**config.mk**
```make
export PLATFORM = sky130hd
export DESIGN_NAME = mcpg_seq
export DESIGN_NICKNAME = d
export VERILOG_FILES = /design/src/hw/rtl/mcpg_pkg.sv /design/src/hw/rtl/mcpg_seq.sv
export SDC_FILE = /design/constraint.sdc
export NUM_CORES = 1
export LEC_CHECK = 0
export ABC_AREA = 1
export BUFFER_PORTS_ARGS = -buffer_cell sky130_fd_sc_hd__buf_4
export CAP_MARGIN = 30
export CORE_AREA = 10 10 47 49
export CTS_BUF_LIST = sky130_fd_sc_hd__clkbuf_4
export DETAILED_ROUTE_END_ITERATION = 7
export DIE_AREA = 0 0 57 59
export GPL_ROUTABILITY_DRIVEN = 0
export SYNTH_ARGS = -nofsm -noshare
export SYNTH_HDL_FRONTEND = slang
export SYNTH_SLANG_ARGS = --single-unit
export TNS_END_PERCENT = 20
```
**constraint.sdc**
```tcl
create_clock -name clk -period 1.1 [get_ports clk]
set_input_delay 0.11 -clock clk [delete_from_list [all_inputs] [get_ports clk]]
set_output_delay 0.11 -clock clk [all_outputs]
set_load 0.02 [all_outputs]
```
**src/hw/rtl/mcpg_pkg.sv**
```systemverilog
`timescale 1ns / 1ps
`default_nettype none

package mcpg_pkg;

  localparam int OCTANT_DEPTH_DEF = 256;
  localparam int RADIUS_W = 9;
  localparam int CENTER_W = 10;
  localparam int POINT_W = 12;
  localparam int DEC_W = 12;
  localparam int SEG_W = 3;
  localparam int STEP_W = 3;
  localparam int CFG_IDX_W = 2;
  localparam int CFG_DATA_W = 10;

  localparam logic [RADIUS_W-1:0] RADIUS_MAX = 9'd355;
  localparam logic [RADIUS_W-1:0] RADIUS_RST = 9'd200;
  localparam logic [CENTER_W-1:0] CENTER_X_RST = 10'd600;
  localparam logic [CENTER_W-1:0] CENTER_Y_RST = 10'd500;
  localparam logic [SEG_W-1:0] SEG_LAST = 3'd5;

  localparam logic [CFG_IDX_W-1:0] REG_RADIUS = 2'd0;
  localparam logic [CFG_IDX_W-1:0] REG_CENTER_X = 2'd1;
  localparam logic [CFG_IDX_W-1:0] REG_CENTER_Y = 2'd2;

  localparam logic [STEP_W-1:0] S_WAIT = 3'd0;
  localparam logic [STEP_W-1:0] S_DISPATCH = 3'd1;
  localparam logic [STEP_W-1:0] S_INIT = 3'd2;
  localparam logic [STEP_W-1:0] S_WALK = 3'd3;
  localparam logic [STEP_W-1:0] S_FINISH = 3'd4;
  localparam logic [STEP_W-1:0] S_READ = 3'd5;
  localparam logic [STEP_W-1:0] S_EMIT = 3'd6;

  typedef enum logic [2:0] {
    OP_NOP,
    OP_INIT,
    OP_WALK,
    OP_FINISH,
    OP_READ,
    OP_EMIT
  } op_t;

  typedef enum logic [2:0] {
    C_NONE,
    C_NO_ACCEPT,
    C_RESTART,
    C_WALK_MORE,
    C_OUT_BUSY
  } cond_t;

  typedef struct packed {
    logic              in_ready;
    op_t               op;
    cond_t             cond;
    logic [STEP_W-1:0] br_addr;
    logic [STEP_W-1:0] seq_addr;
  } ctrl_word_t;

  typedef struct packed {
    logic in_accept;
    logic restart;
    logic walk_more;
    logic out_busy;
  } dp_status_t;

  function automatic ctrl_word_t ucode_rom(input logic [STEP_W-1:0] step);
    ctrl_word_t cw;
    cw = '{in_ready: 1'b0, op: OP_NOP, cond: C_NONE, br_addr: S_WAIT, seq_addr: S_WAIT};
    case (step)
      S_WAIT: begin
        cw = '{in_ready: 1'b1, op: OP_NOP, cond: C_NO_ACCEPT,
               br_addr: S_WAIT, seq_addr: S_DISPATCH};
      end
      S_DISPATCH: begin
        cw = '{in_ready: 1'b0, op: OP_NOP, cond: C_RESTART,
               br_addr: S_INIT, seq_addr: S_READ};
      end
      S_INIT: begin
        cw = '{in_ready: 1'b0, op: OP_INIT, cond: C_NONE,
               br_addr: S_WALK, seq_addr: S_WALK};
      end
      S_WALK: begin
        cw = '{in_ready: 1'b0, op: OP_WALK, cond: C_WALK_MORE,
               br_addr: S_WALK, seq_addr: S_FINISH};
      end
      S_FINISH: begin
        cw = '{in_ready: 1'b0, op: OP_FINISH, cond: C_NONE,
               br_addr: S_READ, seq_addr: S_READ};
      end
      S_READ: begin
        cw = '{in_ready: 1'b0, op: OP_READ, cond: C_NONE,
               br_addr: S_EMIT, seq_addr: S_EMIT};
      end
      S_EMIT: begin
        cw = '{in_ready: 1'b0, op: OP_EMIT, cond: C_OUT_BUSY,
               br_addr: S_EMIT, seq_addr: S_WAIT};
      end
      default: begin
        cw = '{in_ready: 1'b0, op: OP_NOP, cond: C_NONE,
               br_addr: S_WAIT, seq_addr: S_WAIT};
      end
    endcase
    return cw;
  endfunction

endpackage

`default_nettype wire

```
**src/hw/rtl/mcpg_seq.sv**
```systemverilog
`timescale 1ns / 1ps
`default_nettype none

module mcpg_seq
  import mcpg_pkg::*;
(
  input  wire logic       clk,
  input  wire logic       rst,
  input  wire dp_status_t status,
  output ctrl_word_t      cw
);

  logic [STEP_W-1:0] step;
  logic [STEP_W-1:0] step_next;
  logic              taken;

  assign cw = ucode_rom(step);

  always_comb begin
    case (cw.cond)
      C_NONE:      taken = 1'b0;
      C_NO_ACCEPT: taken = !status.in_accept;
      C_RESTART:   taken = status.restart;
      C_WALK_MORE: taken = status.walk_more;
      C_OUT_BUSY:  taken = status.out_busy;
      default:     taken = 1'b0;
    endcase
    step_next = taken ? cw.br_addr : cw.seq_addr;
  end

  always_ff @(posedge clk) begin
    if (rst) begin
      step <= S_WAIT;
    end else begin
      step <= step_next;
    end
  end

endmodule

`default_nettype wire

```
**Word level (Yosys, flattened, before mapping)**

Cells that the tools add are included.

- Flip-flop bits (word level): 3
- Input bits: 6
- Output and inout port bits: 13
- Word-level logic and storage cells: 16

- Equality and inequality tests: 10
- Muxes and demuxes: 3
- Reductions and logical operators: 2

Operator list:

| cell | count |
|---|---|
| $pmux W13 S7 | 1 |
| $eq A3 B2 Y1 const B | 4 |
| $eq A3 B3 Y1 const B | 4 |
| $eq A3 B1 Y1 const B | 2 |
| $pmux W1 S4 | 1 |
| $logic_not A3 Y1 | 1 |
| $mux W3 | 1 |
| $logic_not A1 Y1 | 1 |

**Depth between registers and ports, before layout**

Gate-level depths: netlist (run 1).

- Depth in word-level cells: 5
- Mapped depth: 8
- Mapped depth without buffers: 7

**Least setup slack after synthesis (run 1)**

OpenSTA, ideal clock, no wires.

- Kind: register to output
- From: register step[0]
- To: output cw[10] in the netlist's numbering
- Arrival time: 1.093 ns
- Data required time: 0.990 ns
- Slack: -0.103 ns
- Stages on the path, launching flop included: 6
- Path through: dfxtp_1 buf_6 inv_8 nor2_4 inv_2 o22ai_1

RTL lines:

| element | line | RTL |
|---|---|---|
| start: declaration | mcpg_seq.sv:13 | `logic [STEP_W-1:0] step;` |
| start signal: assignment | mcpg_seq.sv:35 | `step <= step_next;` |
| end: declaration | mcpg_seq.sv:10 | `output ctrl_word_t cw` |

==> key figures, run 1 <==
Power and ir drop
  – Static leakage: 0.349 nW
  – Clock power share: 9.3%
  – Internal cell power: about 1.3 mW
  – Net Sw Power: 1.22 mW
  – Logic gate share of total power: 81.4%
  – Part of the total power dissipated in sequential elements: a little under a tenth
  – Power density over the cells: 3730 mW/mm^2
  – Largest vdd supply drop: 1330 uV
  – Sw frac: about 48%

Setup path
  – Kind of launch point of the worst setup path: flip-flop
  – Critical path data required time: between 0.9 and 1 ns
  – Crit Path Class: flip-flop to output port
  – Maximum cell stage delay along the critical path: between 0.3 and 0.4 ns
  – Cell breakdown of the critical path: buf_4, nor2_4, nor2_2, nor2_1, buf_4
  – Largest fanout of any net on the critical path: 4
  – Capture instance of the worst register-to-register path: step[0]$_SDFF_PP0_
  – Length in cells of the worst reg-to-reg path: 7
  – Most numerous cell on the critical path: buf_4
  – Critical register-to-register path startpoint: step[0]$_SDFF_PP0_
  – Reg-to-reg setup timing slack: -0.10 ns
  – CP endpoint kind: output port
  – Endpoint arrival time on the critical path: about 1.2 ns
  – Cell at the slowest stage of the critical path: dfxtp_4

Finish
  – Ant. Diodes: 0
  – Fin area: slightly below 700 um^2
  – Max FFs per register: 3
  – Area Growth Syn to Fin: 95.7%
  – Final Util: 48.4%
  – Largest registers ranked by flip-flop count: step: 3 flops
  – Final net count: between 80 and 90
  – Largest register by flop count: step
  – Proportion of layout cells with a drive suffix above 1: between 70% and 80%

Placed design
  – HPWL Detailed: between 900 and 1000 um
  – Area after detailed placement: a little under 600 um^2
  – Post-Place Worst Slack: -0.0520 ns
  – Count of buffers from port buffering: 18

Worst hold path
  – Hold crit path type: primary input to flip-flop
  – Hold-critical path endpoint: step[1]$_SDFF_PP0_
  – Hold path cells: 2
  – Worst Min Path Start: rst

Drt
  – First-iteration detailed-routing DRC count: 6
  – Post-route ant nets: 0
  – Via count: 420
  – Routed via count divided by cell count: approximately 4.3
  – Average detailed-routed wire length per instance: 11.8 um
  – DR DRC count: 0
  – Final WL: 1160 um
  – Drt first pass iters: 2

Synthesis
  – Synthesized area per cell: roughly 7.1 um^2
  – Synthesized instance count: slightly below 50
  – Yosys top cell area share: between 10% and 20%
  – Synthesized flop and latch total: 3
  – EDFF count, synth: 0
  – Netlist area before placement: 347 um^2
  – Cell type contributing the most total cell area after synthesis: dfxtp_1
  – Most numerous cell in the Yosys netlist: nor2_1
  – Fraction of synthesis flops using an asynchronous set or reset pin: 0%
  – Count of cell types in the netlist: 20
  – Top post-synthesis cells by area: dfxtp_1, nor2_4, buf_6
  – Commonest cells in the synthesized netlist: nor2_1, nand2_1
  – Number of warnings reported in the yosys synthesis log: 0
  – Sequential-to-total area share from yosys stat: 17.3%
  – Dominant synthesized flop cell: dfxtp_1
  – Post-Synthesis Net Count: 55

Run status
  – Result of the run: finished, violations left
  – Violations in the final reports: setup timing

Floorplanning
  – Area of the core region: 0.00140 mm^2
  – Die W: about 57 um
  – Placement Rows: 14
  – Count of pins on the block boundary: 19
  – Die Outline Area: 0.00336 mm^2
  – Die height: a little under 60 um
  – Effective utilization at floorplan: between 20% and 30%

STA
  – Count of final setup violators: 16
  – Worst slew margin relative to its limit: between 80% and 90%
  – Number of pins with negative max-slew slack in the final report: 0
  – Final Critical Period: between 1 and 1.5 ns
  – Max Clk Rate: approximately 760 MHz
  – RSZ-0062 raised after global routing: yes
  – Final Worst Setup Slack: -0.223 ns
  – Worst setup skew after layout: 0.000499 ns
  – Final Hold Viols: 0
  – Tcrit/Tclk final: 120%
  – Transition time of the tightest slew-check pin: between 0.15 and 0.2 ns

Clocking
  – Latest clock arrival within the worst-skew pair: between 0.2 and 0.25 ns
  – CTS tree: yes
  – Post-CTS clock slew at the launch and capture registers of the worst setup and hold paths: about 0.04 ns
  – Cell at the root of the clock tree: clkbuf_4
  – Clock buffer depth: 2
  – Sinks on the clock net: 3
  – TritonCTS buffer count: 3
  – Maximum level of the CTS H-tree: 1

Global routing
  – Initial antenna violation count: 0
  – Overall global routing resource usage: ~7.5%
  – Maximum number of pins on one net before global-route repair: 10
  – First-pass GRT wire length: between 2000 and 2500 um
  – Vias in the first global route: between 400 and 500
  – Total grt overflow: 0

Run
  – Reported max-cap violation count: 0
[worst max path at each step]
stage | end | startpoint | cells past startpoint
after detailed placement | step[1]$_SDFF_PP0_ | step[0]$_SDFF_PP0_ | 6
final | cw[11] | step[1]$_SDFF_PP0_ | 5
after global placement | step[1]$_SDFF_PP0_ | step[0]$_SDFF_PP0_ | 6
after CTS | cw[11] | step[0]$_SDFF_PP0_ | 6
after floorplan | cw[6] | step[1]$_SDFF_PP0_ | 4
after global routing | cw[11] | step[0]$_SDFF_PP0_ | 6
[cells in the final DEF (no fill, tap or decap)]
master / instances
a21oi_1: 1
a21oi_2: 4
buf_12: 1
buf_4: 23
buf_6: 8
clkbuf_4: 4
dfxtp_1: 1
dfxtp_4: 2
inv_1: 4
inv_2: 3
inv_4: 1
inv_8: 1
nand2_1: 5
nand2_2: 4
nand3b_1: 1
nand4_1: 1
nand4_2: 1
nor2_1: 5
nor2_2: 3
nor2_4: 4
nor3_1: 1
nor3_2: 1
o21ai_1: 1
o21ai_2: 1
o22ai_2: 1
[cells by family after synthesis]
group | count (synthesis) | synth area share, %
and+or+nand+nor | 26 | 46.2
buffers and inverters | 12 | 22.4
AOI/OAI and AO/OA | 8 | 14.1
DFF | 3 | 17.3
[timing repair]
action / in CTS / in global routing
resized for setup: 12 / 5
hold endpoints to repair: 0 / 0
buffers inserted: 2 / 0
hold buffers: 0 / 0
pin swaps: 5 / 3
setup endpoints to repair: 16 / 16
[through the flow]
stage                     std cells  power (mW)  hold WS, ns  TNS, ns
after global routing             98        2.73       0.0408    -3.50
after CTS                        98        2.51       0.0313    -2.55
after global placement           92        2.04        0.288  -0.0805
final                            98        2.53       0.0457    -2.34
after detailed placement         92        2.05        0.290   -0.189
after floorplan                  49        1.33        0.172   -0.133
[critical path: cells and delay by family (launching register included)]
kind / cells / cell delay, ns
buffers and inverters: 2 / 0.30
flip-flops: 1 / 0.35
AND/OR/NAND/NOR: 3 / 0.32
[metal layers]
| metal | wire [um] | share of wire, % | vias to the layer above | global-route usage [%] |
|---|---|---|---|---|
| li1 | - | - | 219 | - |
| met1 | 450 | 39 | 186 | 7.87 |
| met2 | 606 | 52 | 15 | 12.6 |
| met3 | 104 | 9.0 | 0 | 3.43 |
| met5 | 0 | 0 | - | 0 |
| met4 | 0 | 0 | 0 | 3.69 |
[final cells by class]
cell class | count | area [um^2]
Tap cell | 16 | 20.0
Inverter | 9 | 43.8
Clock buffer | 4 | 30.0
Fill cell | 144 | 723
Timing Repair Buffer | 32 | 283
Sequential cell | 3 | 67.6
Multi-Input combinational cell | 34 | 234
[power groups by stage]
stage	Sequential (mW)	Combinational (mW)	Clock, mW
after floorplan	0.175	1.15	0
after global placement	0.208	1.83	0
after detailed placement	0.212	1.84	0
after CTS	0.228	2.03	0.249
after global routing	0.244	2.22	0.266
final	0.234	2.06	0.235
No activity file was read; power rests on OpenSTA's default activity.
==> run 2, diff against run 1 <==
Clock period 1.1 ns to 1.15 ns, I/O delays scaled along.
==> run 2 against run 1 <==
Largest cell class is now multi-input gates. Critical endpoint unchanged. Critical path depth did not move. Via count decreased by 2.6%. Highest routed layer unchanged. Total power down 11%. The run still ends with setup timing left. Largest power group unchanged.
==> key figures, run 2 (same netlist as run 1, synthesis figures left out) <==
Run status
  – Result of the run: finished, violations left
  – Violations in the final reports: setup timing

Power and ir drop
  – Total power: about 2.3 mW
  – Largest vdd supply drop: 1510 uV
  – Power density over the cells: about 3700 mW/mm^2
  – Static leakage: about 0.31 nW

Setup path
  – Length in cells of the worst reg-to-reg path: 7
  – Endpoint arrival time on the critical path: 1.20 ns
  – Most numerous cell on the critical path: buf_4
  – Worst setup path end: cw[11]
  – Maximum cell stage delay along the critical path: around 0.35 ns
  – CP endpoint kind: output port
  – Launch point of the worst path: step[1]$_SDFF_PP0_
  – Reg-to-reg setup timing slack: 0.03 ns
  – Capture instance of the worst register-to-register path: step[0]$_SDFF_PP0_
  – Critical path data required time: 1.03 ns
  – Worst path buffer plus inverter count: 2
  – Largest fanout of any net on the critical path: 5
  – Kind of launch point of the worst setup path: flip-flop
  – Crit-path leading delay family: flip-flops
  – Stages on the worst setup path: 5
  – Cell at the slowest stage of the critical path: dfxtp_4
  – Critical register-to-register path startpoint: step[2]$_SDFF_PP0_
  – Cell breakdown of the critical path: buf_4, nor2_4, nor2_2, nor2_1, buf_4
  – Crit Path Class: flip-flop to output port

STA
  – Worst slew margin relative to its limit: about 88%
  – Max Clk Rate: 759 MHz
  – Hold Worst Slack: 0.0458 ns
  – Worst setup skew after layout: ~0.0016 ns
  – Tcrit/Tclk final: 114%
  – Final Critical Period: around 1.3 ns
  – Final Hold Viols: 0
  – RSZ-0062 raised after global routing: yes
  – Count of final setup violators: 13
  – Number of pins with negative max-slew slack in the final report: 0
  – Final Worst Setup Slack: -0.167 ns
  – Transition time of the tightest slew-check pin: around 0.17 ns

Finish
  – Ant. Diodes: 0
  – Final net count: 82
  – Largest registers ranked by flip-flop count: step: 3 flops
  – Area Growth Syn to Fin: 77.6%
  – Final Util: a little over two fifths
  – Final instance count without filler cells: 91
  – Count of filler cells inserted in the layout: around 160
  – Most common cell after layout, fill and taps aside: buf_4
  – Max FFs per register: 3
  – Multi-input logic area: between 200 and 250 um^2
  – Footprint of the flip-flops and latches: 67.6 um^2
  – Commonest cells after routing, fill and taps aside: buf_4, buf_6, nand2_1
  – Proportion of layout cells with a drive suffix above 1: around three quarters
  – Largest register by flop count: step

Global routing
  – First-pass GRT wire length: 1900 um
  – Overall global routing resource usage: approximately 7%
  – Vias in the first global route: 427
  – Initial antenna violation count: 0
  – Total grt overflow: 0
  – Maximum number of pins on one net before global-route repair: 10

Worst hold path
  – Hold crit path type: primary input to flip-flop
  – Hold path cells: 2

Clocking
  – Sinks on the clock net: 3
  – CTS tree: yes
  – TritonCTS buffer count: 3
  – Maximum level of the CTS H-tree: 1
  – Cell at the root of the clock tree: clkbuf_4
  – Post-CTS clock slew at the launch and capture registers of the worst setup and hold paths: 0.04 ns
  – Count of hold-fix buffers inserted at cts: 0
  – Latest clock arrival within the worst-skew pair: ~0.24 ns
  – Post-CTS Setup Bufs: 0
  – Clock buffer depth: 2

Drt
  – Drt first pass iters: 3
  – Post-route ant nets: 0
  – Routed via count divided by cell count: between 4 and 5
  – Via count: ~400
  – Final WL: between 1000 and 1500 um
  – DR DRC count: 0
  – First-iteration detailed-routing DRC count: 4
  – Average detailed-routed wire length per instance: 11.9 um

Floorplanning
  – Count of pins on the block boundary: 19
  – Die height: ~59 um
  – Placement Rows: 14
  – Die W: 57 um
  – Die Outline Area: approximately 0.0034 mm^2
  – Effective utilization at floorplan: ~25%
  – Area of the core region: 0.00140 mm^2

Placed design
  – Placed instance count: 87
  – Count of buffers from port buffering: 18
  – HPWL Detailed: just under 900 um

Run
  – Reported max-cap violation count: 0
run 2: routing by layer:
metal,global-route usage [%],part of all wire (%),vias to the layer above
met5,0,0,-
met4,4.03,0,0
met3,4.08,10,0
met2,11.2,51,13
met1,7.00,39,186
li1,-,-,210
run 2: how the worst min path moves through the flow:
stage               start                  to  slack [ns]
global route          rst  step[1]$_SDFF_PP0_        0.05
detailed placement    rst  step[1]$_SDFF_PP0_        0.29
finish                rst  step[1]$_SDFF_PP0_        0.05
floorplan             rst  step[1]$_SDFF_PP0_        0.18
global placement      rst  step[1]$_SDFF_PP0_        0.29
CTS                   rst  step[1]$_SDFF_PP0_        0.03
run 2: cell type report:
type	instances	area share, %
repair buffers	25	36.8
well taps	16	3.25
clock buffers	4	4.88
flip-flops and latches	3	11.0
inverters	9	7.11
multi-input cells	34	37.0
run 2: timing repair:
item,CTS,global route
pin swaps,4,1
gates resized for setup,11,5
endpoints found under the setup margin,15,16
run 2: power by group:
part,total (mW),internal (mW),switching [mW]
sequential,0.224,0.169,0.0554
combinational,1.81,0.803,1.01
clock,0.217,0.154,0.0628
run 2: metrics by stage:
stage,area [um^2],setup WS [ns],TNS (ns)
floorplan,353,-0.00594,-0.00594
global placement,539,-0.0472,-0.0789
detailed placement,539,-0.0407,-0.0665
CTS,601,-0.202,-1.41
global route,616,-0.223,-2.11
finish,616,-0.167,-1.26
